`src/design/mf3_ram.sv`:
```
module mf3_ram #(
    parameter int WIDTH = 8,
    parameter int DEPTH = 16,
    localparam int AW   = (DEPTH > 1) ? $clog2(DEPTH) : 1
) (
    input  logic             clk,
    input  logic             we,
    input  logic [AW-1:0]    waddr,
    input  logic [WIDTH-1:0] wdata,
    input  logic             re,
    input  logic [AW-1:0]    raddr,
    output logic [WIDTH-1:0] rdata
);

    logic [WIDTH-1:0] mem_reg [DEPTH];
    logic [WIDTH-1:0] rdata_reg;

    always_ff @(posedge clk)
    begin
        if (we)
        begin
            mem_reg[waddr] <= wdata;
        end
        if (re)
        begin
            rdata_reg <= mem_reg[raddr];
        end
    end

    assign rdata = rdata_reg;

endmodule

```
`config.mk`:
```
export PLATFORM = sky130hd
export DESIGN_NAME = mf3_ram
export DESIGN_NICKNAME = d
export VERILOG_FILES = /design/src/design/mf3_ram.sv
export SDC_FILE = /design/constraint.sdc
export NUM_CORES = 1
export LEC_CHECK = 0
export BUFFER_PORTS_ARGS = -buffer_cell sky130_fd_sc_hd__clkbuf_2
export CAP_MARGIN = 25
export CORE_UTILIZATION = 60
export DETAILED_ROUTE_END_ITERATION = 6
export HOLD_SLACK_MARGIN = 0.12
export PLACE_DENSITY = 0.89
export SETUP_SLACK_MARGIN = 0.1
export SYNTH_ARGS = -nofsm -noshare
export SYNTH_HDL_FRONTEND = slang
export SYNTH_SLANG_ARGS = --single-unit
```
`constraint.sdc`:
```
create_clock -name clk -period 2.68 [get_ports clk]
set_input_delay 0.536 -clock clk [delete_from_list [all_inputs] [get_ports clk]]
set_output_delay 0.536 -clock clk [all_outputs]
set_load 0.005 [all_outputs]
```
==> metrics.md <==
| Metric | Value |
|---|---|
| Outcome | completed |
| Final core utilization | 73.7% |
| Switching share of total power | 19.8% |
| MaxCap Viol Count | 0 |
| Dpl hpwl | 6.55 mm |
| Routed len/inst | 27.3 µm |
| Worst-Skew Late Latency | 0.52 ns |
| CTS tree | done |
| Root Buffer | clkbuf_8 |
| M1 WL | 4.43 mm |
| RSZ-0062 raised after global routing | false |
| Endpoints failing hold | 0 |
| Core Rows | 33 |
| Final #Nets | 299 |
| Final ANT Viol Nets | 0 |
| P per Cell Area | 810 mW/mm² |
| Die area | 0.00909 mm² |
| CTS Hold Bufs | 0 |
| Setup Viol. Count Final | 0 |
| Worst hold path class | input port to flop |
| H-tree depth | 4 |
| Wire length on met2 | 5.11 mm |
| Final wirelength | 10.8 mm |
| DR iter-0 viols | 319 |
| Pre-CTS setup slack | 0.429 ns |
| Cell count of the worst hold path | 1 |
| Fillers | 431 |
| Psw | 986 µW |
| Worst vdd ir | 0.533 mV |
| Final number of max-transition violations | 0 |
| Post-route design area | 0.00615 mm² |
| Avg Inst Size Synth | 22.8 µm² |
| Via/cell ratio | 6.56 |
| Port Buffers | 26 |
| Period utilization | 67.5% |
| Max reg flops | 128 |
| Top Layer Used | met4 |
| Post-synth EDFFs | 136 |
| First-pass GRT wire length | 16.0 mm |
| Ports | 27 |
| Worst Reg2Reg Path Length in Cells | 3 |
| WP data required | 2.94 ns |
| Fmax | 553 MHz |
| Register share of total power | 48.5% |
| Area Growth Syn to Fin | 17.6% |
| CP endpoint kind | flop |
| First-pass DRT Iterations | 5 |
| Number of synthesized register bits | 136 |
| Max clock buf depth | 2 |
| Final WS setup | 0.870 ns |
| CORE AREA | 0.00834 mm² |
| Total global routing overflow | 0 |
| Synth async-reset ratio | 0% |
| Post-Place Cell Area | 0.00555 mm² |
| Drt drc | 0 |
| Combinational Power Share | 4.4% |
| Setup CP Type | input port to flop |
| Synth Instances | 229 |
| Count of different cell masters after synthesis | 18 |
| Synth Flop Type | edfxtp_1 |
| Pin count of the biggest net entering global routing | 20 |
| Gpl congestion | 0.743 |
| Total negative setup slack | 0 ns |
| Startpoint types | input port |
| Warnings, synthesis | 0 |
| Clock skew | 0.00664 ns |
| DR vias | 2605 |
| Post-Syn Nets | 248 |
| Rel. slew slack | 46.1% |
| Post-layout min period | 1.81 ns |
| Internal | 3.99 mW |
| Inserted Clock Buffers | 17 |
| Initial Util | 62.7% |
| CTS sink cnt | 136 |
| WP data arrival | 2.07 ns |
| Initial antenna violation count | 0 |
| # diodes | 0 |
| Total GRT Usage | 27.3% |
| CTS resizes | 0 |
| CP Max Fanout | 19 |
| Share of layout cells above drive strength 1 | 30.8% |
| Worst-path clk slew | 0.06 ns |
| Slew @ Worst Pin | 0.806 ns |
| Static Leakage | 2.09 nW |
| Clk pwr share | 47.1% |
| Post-CTS Setup Bufs | 0 |
| Post-synthesis sequential area ratio | 78.1% |
| Chip width | 95.3 µm |
| WL met3 | 1.06 mm |
| Vias in the first global route | 2565 |
| Die Y-Extent | 95.3 µm |
| Post-synthesis cell area | 0.00523 mm² |
## cells in the mapped netlist, types with 2 or more instances
master | instances | share of area (%)
a22oi_1 | 16 | 2.3
buf_2 | 3 | 0.29
buf_6 | 3 | 0.65
clkdlybuf4s25_2 | 3 | 0.57
edfxtp_1 | 136 | 78
mux4_1 | 14 | 7.0
mux4_2 | 18 | 7.8
nand2_1 | 9 | 0.65
nand2b_1 | 2 | 0.24
nand3b_1 | 2 | 0.29
nor2_1 | 13 | 0.93
nor3_1 | 4 | 0.38
## cell type report
| type | instances | area (µm²) | share of cell area, % |
|---|---|---|---|
| clock buffer | 19 | 422 | 6.86 |
| clock inverter | 12 | 178 | 2.89 |
| multi-input combinational | 83 | 1060 | 17.2 |
| sequential | 136 | 4080 | 66.4 |
| tap | 105 | 131 | 2.14 |
| timing repair buffer | 42 | 275 | 4.48 |
## power by group through the flow
stage | Combinational [mW] | Clock, mW | Sequential [mW]
5_1_grt | 0.233 | 2.46 | 2.42
6_report | 0.218 | 2.35 | 2.41
3_5_place_dp | 0.214 | 0 | 2.46
2_1_floorplan | 0.121 | 0 | 2.45
3_3_place_gp | 0.205 | 0 | 2.45
4_1_cts | 0.219 | 2.37 | 2.41
## final timing paths
path             startpoint  endpoint  slack, ns
max                raddr[0]  rdata[1]       0.87
min                      re  rdata[0]       0.43
max reg2reg   mem_reg[0][1]  rdata[1]       1.08
min reg2reg  mem_reg[14][0]  rdata[0]       0.74
## critical path, stage by stage
cell	delay, ns
clkbuf_2	0.27
buf_12	0.24
mux4_1	0.64
a22oi_1	0.27
nand2_1	0.10
## routing by layer
layer	up-vias	track usage [%]
met5	-	0
met4	0	14.0
met3	23	7.02
met2	186	37.9
met1	1309	40.4
li1	1087	-
## kinds of logic after synthesis
logic type	count (synthesis)	synth area share, %
AND/OR/NAND/NOR	35	3.14
buffers and inverters	10	1.65
multiplexers	32	14.8
AO/OA/AOI/OAI	16	2.30
flip-flops	136	78.1
## stage by stage
stage                     instances  hold WS (ns)  power (mW)
final                           397         0.428        4.98
after global routing            397         0.422        5.11
after CTS                       397         0.402        5.00
after detailed placement        366         0.728        2.67
after global placement          366         0.728        2.66
after floorplan                 229         0.635        2.57
## placed cells by master, fill, tap and decap left out, drive strengths merged, types with 4 or more instances in the layout
cell type,count
a22oi,16
buf,16
bufinv,4
clkbuf,45
clkinv,4
clkinvlp,4
edfxtp,136
mux4,32
nand2,9
nor2,13
nor3,4
(Power assumes the default switching activity.)
